===== src/skf_pkg.sv =====
// Shared constants, register codes and control structs for the scalar Kalman filter.
// No dependencies; used by every module of the block by scoped names.
package skf_pkg;

    // Field and arithmetic widths
    localparam int MEAS_W    = 16;
    localparam int EST_W     = 32;
    localparam int COV_W     = 32;
    localparam int CFG_W     = 32;
    localparam int CFG_IDX_W = 2;
    localparam int FRAC_W    = 16;
    localparam int GAIN_W    = FRAC_W + 1;     // holds 1.0 exactly
    localparam int DEN_W     = COV_W + 1;
    localparam int DIFF_W    = EST_W + 1;
    localparam int PROD_W    = DIFF_W + GAIN_W + 1;
    localparam int CPROD_W   = GAIN_W + COV_W;
    localparam int DIV_STEPS = GAIN_W;         // one quotient bit per step
    localparam int DIV_CNT_W = $clog2(DIV_STEPS + 1);

    localparam logic [GAIN_W-1:0] GAIN_ONE = GAIN_W'(1) << FRAC_W;

    // Register reset values
    localparam logic [CFG_W-1:0] INIT_COV_RST   = 32'd65536;
    localparam logic [CFG_W-1:0] PROC_NOISE_RST = 32'd655;
    localparam logic [CFG_W-1:0] MEAS_NOISE_RST = 32'd65536;

    // Configuration register indexes
    typedef enum logic [CFG_IDX_W-1:0] {
        REG_INIT_COV   = 2'd0,
        REG_PROC_NOISE = 2'd1,
        REG_MEAS_NOISE = 2'd2
    } cfg_reg_t;

    // Controller to datapath commands
    typedef struct packed {
        logic load_in;
        logic prep;
        logic denom;
        logic div_start;
        logic mult;
        logic update;
        logic push;
    } skf_cmd_t;

    // Datapath to controller status
    typedef struct packed {
        logic div_done;
    } skf_status_t;

endpackage


===== src/skf_div.sv =====
// Iterative restoring divider for the gain: quotient = floor(dividend * 2^16 / divisor).
// One quotient bit per cycle; depends on skf_pkg.
module skf_div (
    input  logic                                clk,
    input  logic                                rst_n,
    input  logic                                start,
    input  logic [skf_pkg::COV_W-1:0]           dividend,
    input  logic [skf_pkg::DEN_W-1:0]           divisor,
    output logic [skf_pkg::GAIN_W-1:0]          quotient,
    output logic                                done
);

    logic [skf_pkg::DEN_W:0]            rem_reg;
    logic [skf_pkg::GAIN_W-1:0]         quo_reg;
    logic [skf_pkg::DIV_CNT_W-1:0]      cnt_reg;
    logic                               done_reg;
    logic [skf_pkg::DEN_W+1:0]          trial;
    logic                               ge;

    // Trial subtraction of the divisor from the partial remainder
    assign trial = {1'b0, rem_reg} - {2'b00, divisor};
    assign ge    = ~trial[skf_pkg::DEN_W+1];

    // Control counter
    always_ff @(posedge clk or negedge rst_n)
    begin
        if (!rst_n)
        begin
            cnt_reg  <= '0;
            done_reg <= 1'b0;
        end
        else if (start)
        begin
            cnt_reg  <= skf_pkg::DIV_CNT_W'(skf_pkg::DIV_STEPS);
            done_reg <= 1'b0;
        end
        else if (cnt_reg != '0)
        begin
            cnt_reg  <= cnt_reg - 1'b1;
            done_reg <= (cnt_reg == skf_pkg::DIV_CNT_W'(1));
        end
        else
        begin
            done_reg <= 1'b0;
        end
    end

    // Remainder and quotient shift registers
    always_ff @(posedge clk)
    begin
        if (start)
        begin
            rem_reg <= {2'b00, dividend};
            quo_reg <= '0;
        end
        else if (cnt_reg != '0)
        begin
            // remainder stays below the divisor, so the top bit is free for the shift
            if (ge)
                rem_reg <= {trial[skf_pkg::DEN_W-1:0], 1'b0};
            else
                rem_reg <= {rem_reg[skf_pkg::DEN_W-1:0], 1'b0};
            quo_reg <= {quo_reg[skf_pkg::GAIN_W-2:0], ge};
        end
    end

    assign quotient = quo_reg;
    assign done     = done_reg;

endmodule


===== src/skf_datapath.sv =====
// Datapath of the scalar Kalman filter: config registers, state, arithmetic stages.
// Depends on skf_pkg and skf_div; driven by commands from skf_ctrl.
module skf_datapath (
    input  logic                                    clk,
    input  logic                                    rst_n,
    input  logic                                    cfg_wr_en,
    input  logic [skf_pkg::CFG_IDX_W-1:0]           cfg_index,
    input  logic [skf_pkg::CFG_W-1:0]               cfg_data,
    input  logic signed [skf_pkg::MEAS_W-1:0]       measurement,
    output logic signed [skf_pkg::EST_W-1:0]        estimate,
    input  skf_pkg::skf_cmd_t                       cmd,
    output skf_pkg::skf_status_t                    status
);

    // Configuration registers and filter state
    logic [skf_pkg::CFG_W-1:0]              init_cov_reg;
    logic [skf_pkg::CFG_W-1:0]              q_reg;
    logic [skf_pkg::CFG_W-1:0]              r_reg;
    logic signed [skf_pkg::EST_W-1:0]       est_reg;
    logic [skf_pkg::COV_W-1:0]              cov_reg;

    // Working registers
    logic signed [skf_pkg::MEAS_W-1:0]      meas_reg;
    logic [skf_pkg::COV_W-1:0]              pp_reg;
    logic signed [skf_pkg::DIFF_W-1:0]      diff_reg;
    logic [skf_pkg::DEN_W-1:0]              den_reg;
    logic signed [skf_pkg::PROD_W-1:0]      prod_reg;
    logic [skf_pkg::CPROD_W-1:0]            cprod_reg;
    logic signed [skf_pkg::EST_W-1:0]       out_reg;

    // Combinational terms
    logic [skf_pkg::COV_W:0]                pp_sum;
    logic [skf_pkg::COV_W-1:0]              pp_sat;
    logic signed [skf_pkg::DIFF_W-1:0]      diff_next;
    logic [skf_pkg::GAIN_W-1:0]             quotient;
    logic                                   div_done;
    logic [skf_pkg::GAIN_W-1:0]             gain;
    logic signed [skf_pkg::GAIN_W:0]        gain_s;
    logic [skf_pkg::GAIN_W-1:0]             one_minus_gain;
    logic signed [skf_pkg::PROD_W-1:0]      prod_next;
    logic [skf_pkg::CPROD_W-1:0]            cprod_next;
    logic signed [skf_pkg::PROD_W-skf_pkg::FRAC_W-1:0] corr;
    logic signed [skf_pkg::PROD_W-skf_pkg::FRAC_W:0]   est_sum;
    logic signed [skf_pkg::EST_W-1:0]       est_next;
    logic [skf_pkg::CFG_W-1:0]              init_cov_next;

    // Predicted covariance with saturation, and innovation
    assign pp_sum    = {1'b0, cov_reg} + {1'b0, q_reg};
    assign pp_sat    = pp_sum[skf_pkg::COV_W] ? '1 : pp_sum[skf_pkg::COV_W-1:0];
    assign diff_next = $signed({meas_reg[skf_pkg::MEAS_W-1], meas_reg, {skf_pkg::FRAC_W{1'b0}}})
                     - $signed({est_reg[skf_pkg::EST_W-1], est_reg});

    skf_div u_div (
        .clk      (clk),
        .rst_n    (rst_n),
        .start    (cmd.div_start),
        .dividend (pp_reg),
        .divisor  (den_reg),
        .quotient (quotient),
        .done     (div_done)
    );

    // Gain: 1.0 on a zero denominator, clamped to 1.0 otherwise
    always_comb
    begin
        if (den_reg == '0)
            gain = skf_pkg::GAIN_ONE;
        else if (quotient > skf_pkg::GAIN_ONE)
            gain = skf_pkg::GAIN_ONE;
        else
            gain = quotient;
    end

    assign gain_s         = $signed({1'b0, gain});
    assign one_minus_gain = skf_pkg::GAIN_ONE - gain;
    assign prod_next      = diff_reg * gain_s;
    assign cprod_next     = one_minus_gain * pp_reg;

    // Floor shift of the correction, then add with clamp to 32-bit signed
    assign corr    = prod_reg[skf_pkg::PROD_W-1:skf_pkg::FRAC_W];
    assign est_sum = $signed({{(skf_pkg::PROD_W-skf_pkg::FRAC_W-skf_pkg::EST_W+1)
                                {est_reg[skf_pkg::EST_W-1]}}, est_reg})
                   + $signed({corr[skf_pkg::PROD_W-skf_pkg::FRAC_W-1], corr});

    always_comb
    begin
        if (est_sum > $signed({{(skf_pkg::PROD_W-skf_pkg::FRAC_W-skf_pkg::EST_W+1){1'b0}},
                               1'b0, {(skf_pkg::EST_W-1){1'b1}}}))
            est_next = {1'b0, {(skf_pkg::EST_W-1){1'b1}}};
        else if (est_sum < $signed({{(skf_pkg::PROD_W-skf_pkg::FRAC_W-skf_pkg::EST_W+1){1'b1}},
                                    1'b1, {(skf_pkg::EST_W-1){1'b0}}}))
            est_next = {1'b1, {(skf_pkg::EST_W-1){1'b0}}};
        else
            est_next = est_sum[skf_pkg::EST_W-1:0];
    end

    // Initial covariance as seen by a restart in the same cycle as its write
    always_comb
    begin
        init_cov_next = init_cov_reg;
        if (cfg_wr_en && (cfg_index == skf_pkg::REG_INIT_COV))
            init_cov_next = cfg_data;
    end

    // Configuration registers and filter state
    always_ff @(posedge clk or negedge rst_n)
    begin
        if (!rst_n)
        begin
            init_cov_reg <= skf_pkg::INIT_COV_RST;
            q_reg        <= skf_pkg::PROC_NOISE_RST;
            r_reg        <= skf_pkg::MEAS_NOISE_RST;
            est_reg      <= '0;
            cov_reg      <= skf_pkg::INIT_COV_RST;
        end
        else if (cfg_wr_en)
        begin
            case (cfg_index)
                skf_pkg::REG_INIT_COV,
                skf_pkg::REG_PROC_NOISE,
                skf_pkg::REG_MEAS_NOISE:
                begin
                    est_reg <= '0;
                    cov_reg <= init_cov_next;
                end
                default:
                begin
                end
            endcase
            case (cfg_index)
                skf_pkg::REG_INIT_COV:   init_cov_reg <= cfg_data;
                skf_pkg::REG_PROC_NOISE: q_reg        <= cfg_data;
                skf_pkg::REG_MEAS_NOISE: r_reg        <= cfg_data;
                default:
                begin
                end
            endcase
        end
        else if (cmd.update)
        begin
            est_reg <= est_next;
            cov_reg <= cprod_reg[skf_pkg::FRAC_W+skf_pkg::COV_W-1:skf_pkg::FRAC_W];
        end
    end

    // Working registers, loaded stage by stage
    always_ff @(posedge clk)
    begin
        if (cmd.load_in)
            meas_reg <= measurement;
        if (cmd.prep)
        begin
            pp_reg   <= pp_sat;
            diff_reg <= diff_next;
        end
        if (cmd.denom)
            den_reg <= {1'b0, pp_reg} + {1'b0, r_reg};
        if (cmd.mult)
        begin
            prod_reg  <= prod_next;
            cprod_reg <= cprod_next;
        end
        if (cmd.push)
            out_reg <= est_reg;
    end

    assign estimate        = out_reg;
    assign status.div_done = div_done;

endmodule


===== src/skf_ctrl.sv =====
// Controller of the scalar Kalman filter: sequences one word through the datapath
// and owns both handshakes. Depends on skf_pkg.
module skf_ctrl (
    input  logic                    clk,
    input  logic                    rst_n,
    input  logic                    in_valid,
    output logic                    in_ready,
    output logic                    out_valid,
    input  logic                    out_ready,
    output skf_pkg::skf_cmd_t       cmd,
    input  skf_pkg::skf_status_t    status
);

    typedef enum logic [2:0] {
        ST_IDLE,
        ST_PREP,
        ST_DENOM,
        ST_DIV_START,
        ST_DIV_WAIT,
        ST_MULT,
        ST_UPDATE,
        ST_PUSH
    } state_t;

    state_t state_reg;
    state_t state_next;
    logic   out_valid_reg;
    logic   out_valid_next;
    logic   out_free;

    assign out_free = !out_valid_reg || out_ready;

    // Next state and commands
    always_comb
    begin
        state_next     = state_reg;
        out_valid_next = out_valid_reg && !out_ready;
        cmd            = '0;
        case (state_reg)
            ST_IDLE:
            begin
                if (in_valid)
                begin
                    cmd.load_in = 1'b1;
                    state_next  = ST_PREP;
                end
            end
            ST_PREP:
            begin
                cmd.prep   = 1'b1;
                state_next = ST_DENOM;
            end
            ST_DENOM:
            begin
                cmd.denom  = 1'b1;
                state_next = ST_DIV_START;
            end
            ST_DIV_START:
            begin
                cmd.div_start = 1'b1;
                state_next    = ST_DIV_WAIT;
            end
            ST_DIV_WAIT:
            begin
                if (status.div_done)
                    state_next = ST_MULT;
            end
            ST_MULT:
            begin
                cmd.mult   = 1'b1;
                state_next = ST_UPDATE;
            end
            ST_UPDATE:
            begin
                cmd.update = 1'b1;
                state_next = ST_PUSH;
            end
            ST_PUSH:
            begin
                // wait here while the previous word is still unread
                if (out_free)
                begin
                    cmd.push       = 1'b1;
                    out_valid_next = 1'b1;
                    state_next     = ST_IDLE;
                end
            end
            default:
            begin
                state_next = ST_IDLE;
            end
        endcase
    end

    // State and registered output valid
    always_ff @(posedge clk or negedge rst_n)
    begin
        if (!rst_n)
        begin
            state_reg     <= ST_IDLE;
            out_valid_reg <= 1'b0;
        end
        else
        begin
            state_reg     <= state_next;
            out_valid_reg <= out_valid_next;
        end
    end

    assign in_ready  = (state_reg == ST_IDLE);
    assign out_valid = out_valid_reg;

    // A pushed word shows up as valid on the next cycle
    a_push_valid: assert property (@(posedge clk) disable iff (!rst_n)
        cmd.push |=> out_valid)
        else $error("pushed word not presented");

    // Only one word in flight: no acceptance right after an acceptance
    a_one_in_flight: assert property (@(posedge clk) disable iff (!rst_n)
        (in_valid && in_ready) |=> !in_ready)
        else $error("second word accepted while busy");

    // Divider completion only seen while waiting for it
    a_div_done_wait: assert property (@(posedge clk) disable iff (!rst_n)
        status.div_done |-> (state_reg == ST_DIV_WAIT))
        else $error("divider done outside wait state");

    // Divider start is followed by the wait state
    a_div_seq: assert property (@(posedge clk) disable iff (!rst_n)
        cmd.div_start |=> (state_reg == ST_DIV_WAIT) && !status.div_done)
        else $error("divider sequencing broken");

endmodule


===== src/scalar_kalman_filter.sv =====
// Scalar (one-dimensional) Kalman filter over a stream of signed 16-bit samples.
// Input word: measurement, signed integer, on a valid/ready channel (in_valid, in_ready).
// Output word: estimate, signed Q16.16, on a valid/ready channel (out_valid, out_ready).
// Config port: cfg_wr_en, cfg_index, cfg_data. Index 0 initial covariance, 1 process
// noise, 2 measurement noise (unsigned Q16.16). Any valid write restarts the filter:
// estimate to 0, covariance to the initial covariance. Write only while idle.
// Sequence: after acceptance the controller runs prep, denominator, divider start, divider
// wait, multiply, update and push; in_ready returns with out_valid, one word in flight.
// The gain division, one quotient bit per cycle in the iterative divider, is most of it.
// Stall: the result sits in an output register; if it is still unread when the next
// result is ready, the controller holds that result until out_ready, and in_ready
// stays low meanwhile.
// Reset (rst_n, async, active low): registers return to 1.0, 0.01 and 1.0, the
// estimate to 0, the covariance to 1.0; no word is pending.
// Depends on skf_pkg, skf_ctrl, skf_datapath, skf_div.
module scalar_kalman_filter (
    input  logic                                clk,
    input  logic                                rst_n,
    input  logic                                cfg_wr_en,
    input  logic [skf_pkg::CFG_IDX_W-1:0]       cfg_index,
    input  logic [skf_pkg::CFG_W-1:0]           cfg_data,
    input  logic                                in_valid,
    output logic                                in_ready,
    input  logic signed [skf_pkg::MEAS_W-1:0]   measurement,
    output logic                                out_valid,
    input  logic                                out_ready,
    output logic signed [skf_pkg::EST_W-1:0]    estimate
);

    skf_pkg::skf_cmd_t      cmd;
    skf_pkg::skf_status_t   status;

    skf_ctrl u_ctrl (
        .clk       (clk),
        .rst_n     (rst_n),
        .in_valid  (in_valid),
        .in_ready  (in_ready),
        .out_valid (out_valid),
        .out_ready (out_ready),
        .cmd       (cmd),
        .status    (status)
    );

    skf_datapath u_datapath (
        .clk         (clk),
        .rst_n       (rst_n),
        .cfg_wr_en   (cfg_wr_en),
        .cfg_index   (cfg_index),
        .cfg_data    (cfg_data),
        .measurement (measurement),
        .estimate    (estimate),
        .cmd         (cmd),
        .status      (status)
    );

endmodule


===== config.mk =====
export PLATFORM = sky130hd
export DESIGN_NAME = scalar_kalman_filter
export DESIGN_NICKNAME = d
export VERILOG_FILES = /design/src/skf_pkg.sv /design/src/skf_div.sv /design/src/skf_datapath.sv /design/src/skf_ctrl.sv /design/src/scalar_kalman_filter.sv
export SDC_FILE = /design/constraint.sdc
export NUM_CORES = 2
export LEC_CHECK = 0
export BUFFER_PORTS_ARGS = -buffer_cell sky130_fd_sc_hd__buf_4
export CELL_PAD_IN_SITES_DETAIL_PLACEMENT = 0
export CELL_PAD_IN_SITES_GLOBAL_PLACEMENT = 2
export CORE_MARGIN = 3
export CORE_UTILIZATION = 46
export DETAILED_ROUTE_END_ITERATION = 8
export PLACE_DENSITY = 0.85
export SLEW_MARGIN = 20
export SYNTH_ARGS = -nofsm -noshare
export SYNTH_HDL_FRONTEND = slang
export SYNTH_HIERARCHICAL = 1
export SYNTH_SLANG_ARGS = --single-unit

===== constraint.sdc =====
create_clock -name clk -period 18.42 [get_ports clk]
set_input_delay 2.763 -clock clk [delete_from_list [all_inputs] [get_ports clk]]
set_output_delay 2.763 -clock clk [all_outputs]
set_load 0.01 [all_outputs]

### Word level (Yosys, flattened, before mapping)

Index checks and enable logic that the tools add are counted.

| storage, ports and cells | value |
|---|---|
| output and inout port bits | 34 |
| input port bits | 55 |
| flip-flop bits (word level) | 466 |

| operators by class | value |
|---|---|
| magnitude comparators | 3 |
| equal/unequal tests | 14 |
| multiply operators | 2 |
| reductions and logical operators | 17 |
| bitwise logic cells | 1 |
| add/subtract/negate cells | 7 |
| multiplexer cells | 33 |

Operator list:

| operator | count |
|---|---|
| $mux 32 | 11 |
| $add 32x32->33 | 2 |
| $mul 33x18->51 | 1 |
| $mul 17x32->48 | 1 |
| $add 32x35->36 | 1 |
| $gt 36x32->1 const B | 1 |
| $lt 36x32->1 const B | 1 |
| $sub 34x33->35 | 1 |
| $mux 17 | 2 |
| $mux 34 | 1 |
| $logic_not 33->1 | 1 |
| $sub 32x32->33 | 1 |
| $pmux 3 s8 | 1 |
| $gt 17x17->1 const B | 1 |
| $sub 17x17->17 const A | 1 |
| $mux 1 | 13 |
| $eq 3x3->1 const B | 4 |
| $mux 5 | 2 |
| $mux 3 | 3 |
| $reduce_and 2->1 | 4 |
| $eq 3x2->1 const B | 2 |
| $ne 2x1->1 const B | 3 |
| $eq 5x1->1 const B | 1 |
| $reduce_bool 5->1 | 1 |
| other kinds (14) | 17 |

### Depth between registers and ports, before layout

| depth | value |
|---|---|
| depth after elaboration | 6 |
| gate-level depth with buffers | 41 |

### Hierarchy

Netlist, hierarchy kept.

Modules (own cells, without submodules):

| module | cells each | area each (um^2) | times used |
|---|---|---|---|
| skf_datapath | 5551 | 53659.0 | 1 |
| skf_div | 555 | 4511.8 | 1 |
| skf_ctrl | 29 | 271.5 | 1 |

### Worst setup path after synthesis

Ideal clock, no wire load.

| timing path | value |
|---|---|
| path kind | register to register |
| start point | register u_datapath.u_div.quo_reg, in the netlist u_datapath/u_div/quotient[6] |
| end point | register u_datapath/cprod_reg[47] (netlist name) (data pin) |
| cell stages (with the launch flop) | 42 |
| setup time | 0.259 ns |
| slack | 8.304 ns |
| data arrival time | 9.857 ns |
| path buffers | 7 |
| path through | dfxtp_1 -> or4_4 -> or4_4 -> o21ai_1 -> o31a_1 -> buf_2 -> clkbuf_1 -> clkbuf_1 -> and2_1 -> clkbuf_1 -> clkbuf_1 -> inv_1 -> ha_1 -> nor2b_1 -> clkbuf_1 -> o21a_1 -> o21ai_0 -> clkbuf_1 -> [... 6 more ...] -> inv_1 -> fa_1 -> fa_1 -> inv_1 -> fa_1 -> inv_1 -> ha_1 -> a211o_1 -> a21oi_1 -> nor3_1 -> nor3_1 -> a21oi_1 -> o31a_1 -> a31o_2 -> a221o_1 -> a211oi_1 -> o21bai_1 -> xnor2_1 |

| between the ends | value |
|---|---|
| word-level cells in the longest chain between the ends | 5 |

RTL lines:

| item | RTL line | source |
|---|---|---|
| start: declaration | skf_div.sv:14 | `logic [skf_pkg::GAIN_W-1:0] quo_reg;` |
| start signal: assignment | skf_div.sv:63 | `quo_reg <= {quo_reg[skf_pkg::GAIN_W-2:0], ge};` |
| $gt 17x17->1 | skf_datapath.sv:68 | `else if (quotient > skf_pkg::GAIN_ONE)` |
| $mux 17 (*) | skf_datapath.sv:68 |  |
| $mux 17 (*) | skf_datapath.sv:66 | `if (den_reg == '0)` |
| $sub 17x17->17 (*) | skf_datapath.sv:75 | `assign one_minus_gain = skf_pkg::GAIN_ONE - gain;` |
| $mul 17x32->48 (*) | skf_datapath.sv:77 | `assign cprod_next = one_minus_gain * pp_reg;` |
| net u_datapath.cprod_next (one bit) | skf_datapath.sv:41 | `logic [skf_pkg::CPROD_W-1:0] cprod_next;` |
| end signal: assignment | skf_datapath.sv:161 | `cprod_reg <= cprod_next;` |
| end: declaration | skf_datapath.sv:28 | `logic [skf_pkg::CPROD_W-1:0] cprod_reg;` |

Mark *: on every way through the listed nets, which the timed path passes. The rest lies on a longest branch.
A chain may end at the register's enable or synchronous reset.

### Worst setup path in the final report

| timing path | value |
|---|---|
| start point | register u_datapath/den_reg[4] (netlist name) |
| end point | register u_datapath/cprod_reg[47] (netlist name) (data pin) |

| between the ends | value |
|---|---|
| word-level cells in the longest chain between the ends | 4 |

RTL lines:

| item | RTL line | source |
|---|---|---|
| start: declaration | skf_datapath.sv:26 | `logic [skf_pkg::DEN_W-1:0] den_reg;` |
| start signal: assignment | skf_datapath.sv:157 | `den_reg <= {1'b0, pp_reg} + {1'b0, r_reg};` |
| $logic_not 33->1 | skf_datapath.sv:66 |  |
| $mux 17 | skf_datapath.sv:66 |  |
| $sub 17x17->17 | skf_datapath.sv:75 |  |
| $mul 17x32->48 | skf_datapath.sv:77 |  |
| net u_datapath.cprod_next (one bit) | skf_datapath.sv:41 |  |

The timed path passes the listed nets, and every way through them passes these cells.

==> results.md <==
- Status: finished clean
- Total wire length: roughly 170 mm
- Clk buf depth: 3
- Post-synth EDFFs: 245
- Worst-Margin Slew: 1.20 ns
- CP Max Fanout: 120
- Via-to-Cell Ratio: 5.42
- Worst-skew pair later-pin latency: between 0.6 and 0.7 ns
- Top Ports: 89
- YS warnings: 6
- Worst Path Required: roughly 19 ns
- Hold path depth: 2
- Register-to-Register Path Depth: 33
- Wire length per cell: between 20 and 25 µm
- DRT iter0 DRCs: a little under 3k
- FF-to-FF End: u_datapath/cprod_reg[47]
- H-tree depth: 2
- Mapped Area: roughly 58,000 µm²
- Mapped Cells: roughly 6k
- Crit Path Class: reg2reg
- Mean Syn Cell Area: ~9.5 µm²
- CP peak stage delay: just under 0.7 ns
- Final worst clock skew: a little under 0.05 ns
- Setup_tns: 0 ns
- Vias in the first global route: 43.8k
- DRC: 0
- WP data arrival: between 10 and 15 ns
- Synthesized flop and latch total: about 430
- First-pass GRT wire length: ~260 mm
- Minimum clock period: between 10 and 15 ns
- Initial antenna violation count: 7
- Via count: approximately 42k
- CP max stage cell: nor4_1
- Fmax: just over 80 MHz
- Gr ovfl total: 0
- Final Cycle Share: 0.661
- Min-delay worst type: reg2reg
- Most used cell, CP: fa_1
- Async SR Flop Fraction: 0.392
- Post-DP HPWL: roughly 120 mm
- Clock tree sinks: about 430
- Top FF cell, synth: edfxtp_1
- Mapped Nets: 7,561
- CTS buffer count: 54
- Post-route ant nets: 0
- TritonCTS clock tree: built
- Clk root buf: clkbuf_16
- Synth area leaders: fa_1, edfxtp_1, ha_1, inv_1, dfrtp_1
- Final setup viols: 0
- Die Y: approximately 360 µm
- FF-to-FF Start: u_datapath/den_reg[4]
- Worst slew margin: 0.199
- Hold_sp: u_datapath/cov_reg[16]
- Core area: around 130,000 µm²
- Largest net degree at the start of global routing: 121
- Worst-path clk slew: ~0.060 ns
- Die X: roughly 360 µm
- Filler cells: between 10k and 15k
- RSZ-0062 raised after global routing: false
- Port Buffers: 88
- Resize count post-CTS: 0
- Placer congestion estimate: around 0.86
- Worst setup EP type: register
- Final net count: 7,507
- Number of library cell types mapped by synthesis: 93
- Core Rows: 130
- Final Hold Fails: 0
- Starting Density: 0.464
- Area Growth Syn to Fin: 7.47%
- Largest area contributor in the netlist: fa_1
- Share of cells above drive strength 1: 0.0713
- Reg2reg setup slack: about 6.2 ns
- First-pass iteration count of the detailed router: 5
- Critical Path Source Type: register
- Max Cap Viol: 0
- Hold path endpoint: u_datapath/cov_reg[16]
- Slew Viols, Final: 0
- Seq/Total Area, Yosys: 0.205
- Synth top area share: 0.337
- Gr usage total: 0.261
- CTS Hold Bufs: 0
- Setup Buffers After CTS: 0
- Max FFs per register: 35
- Die area: 131,000 µm²
critical path, delay by kind of cell, from the launching register on:
kind,cells,cell delay [ns]
simple gates,8,3.64
fa+ha+maj,8,3.31
compound gates,10,3.09
buf+inv,5,1.11
flops,1,0.39
xor+xnor,2,0.31
cells by family (layout without fill, tap and decap cells):
family	Yosys count	count (layout)	synth area share
AND/OR/NAND/NOR	1772	1772	0.142
buffers and inverters	1543	1535	0.101
adder cells (fa/ha/maj)	1371	1371	0.420
AO/OA/AOI/OAI	674	674	0.0757
flip-flops	434	434	0.205
XOR/XNOR	205	205	0.0309
multiplexers	136	136	0.0254
other	0	2	0
layout by cell type, fill, tap and decap left out, types with 13 or more instances in the layout:
cell type / Yosys / routed
dfrtp_1: 161 / 161
and2_1: 190 / 185
mux2_2: 97 / 97
a21o_1: 92 / 92
nand2_1: 950 / 950
o21bai_1: 17 / 17
a21oi_1: 191 / 189
nand4_1: 22 / 22
nor3_1: 45 / 44
xor2_1: 69 / 66
a31oi_1: 31 / 31
nor4_1: 16 / 16
inv_1: 1252 / 1252
nand3_1: 43 / 43
o21ai_0: 129 / 128
o211ai_1: 15 / 15
nor2_1: 164 / 162
edfxtp_1: 245 / 245
nor2b_1: 34 / 34
nand2b_1: 34 / 34
dfxtp_1: 19 / 19
fa_1: 984 / 984
or3_1: 15 / 15
ha_1: 387 / 386
buf_4: 6 / 179
mux2i_1: 39 / 39
a221o_1: 35 / 35
and3_1: 212 / 212
clkbuf_16: 0 / 55
xnor2_1: 135 / 131
a211oi_1: 20 / 20
o21a_1: 40 / 40
clkbuf_1: 221 / 13
layout make-up:
type                    count  area [µm²]  share of cell area
multi-input cells        4158       40700               0.648
flip-flops and latches    434       12000               0.191
inverters                1253        4700              0.0749
well taps                1650        2060              0.0329
clock buffers              74        1510              0.0240
repair buffers            180        1360              0.0216
clock inverters            28         454             0.00723
diodes                      2        5.00           0.0000797
metrics by stage:
stage                     hold slack (ns)  setup WS [ns]  instances   util  cell area (µm²)
after floorplan                     0.444           8.30       6135      -            58400
after global placement              0.470           6.43       7675  0.483            60800
after detailed placement            0.481           6.31       7675  0.483            60800
after CTS                           0.491           6.28       7777  0.499            62800
after global routing                0.508           5.65       7777  0.499            62800
final                               0.490           6.24       7779  0.499            62800
cell usage after synthesis (10+ instances only):
master,n
mux2i_1,39
o31ai_1,10
o21bai_1,17
and3_1,212
dfrtp_1,161
o21ai_0,129
buf_2,27
nand3_1,43
nor2_1,164
fa_1,984
o21a_1,40
nand2_1,950
nand2b_1,34
nor4_1,16
clkbuf_1,221
dfxtp_1,19
nor3_1,45
a31oi_1,31
o211ai_1,15
a221o_1,35
and2_1,190
nor2b_1,34
ha_1,387
a21o_1,92
xnor2_1,135
buf_1,30
edfxtp_1,245
a21oi_1,191
a211oi_1,20
xor2_1,69
or3_1,15
nand4_1,22
a21boi_0,10
inv_1,1252
mux2_2,97
per-layer routing:
metal,wire length (µm),up-vias,GRT usage
li1,-,19100,-
met1,79400,21800,0.394
met2,75000,1121,0.405
met3,9390,193,0.0299
met4,3490,2,0.0546
met5,19,-,0
worst max path at each step:
stage / to / slack [ns] / startpoint / cells past startpoint
5_1_grt: u_datapath/cprod_reg[47] / 5.65 / u_datapath/den_reg[3] / 33
4_1_cts: u_datapath/cprod_reg[47] / 6.28 / u_datapath/den_reg[4] / 33
2_1_floorplan: u_datapath/cprod_reg[47] / 8.30 / u_datapath/u_div/quotient[6] / 41
3_5_place_dp: u_datapath/cprod_reg[47] / 6.31 / u_datapath/u_div/quotient[6] / 36
6_report: u_datapath/cprod_reg[47] / 6.24 / u_datapath/den_reg[4] / 33
3_3_place_gp: u_datapath/cprod_reg[47] / 6.43 / u_datapath/den_reg[25] / 33
Power is not shown: default switching activity piles up to over one toggle a cycle in this logic, so the estimate is an artifact.
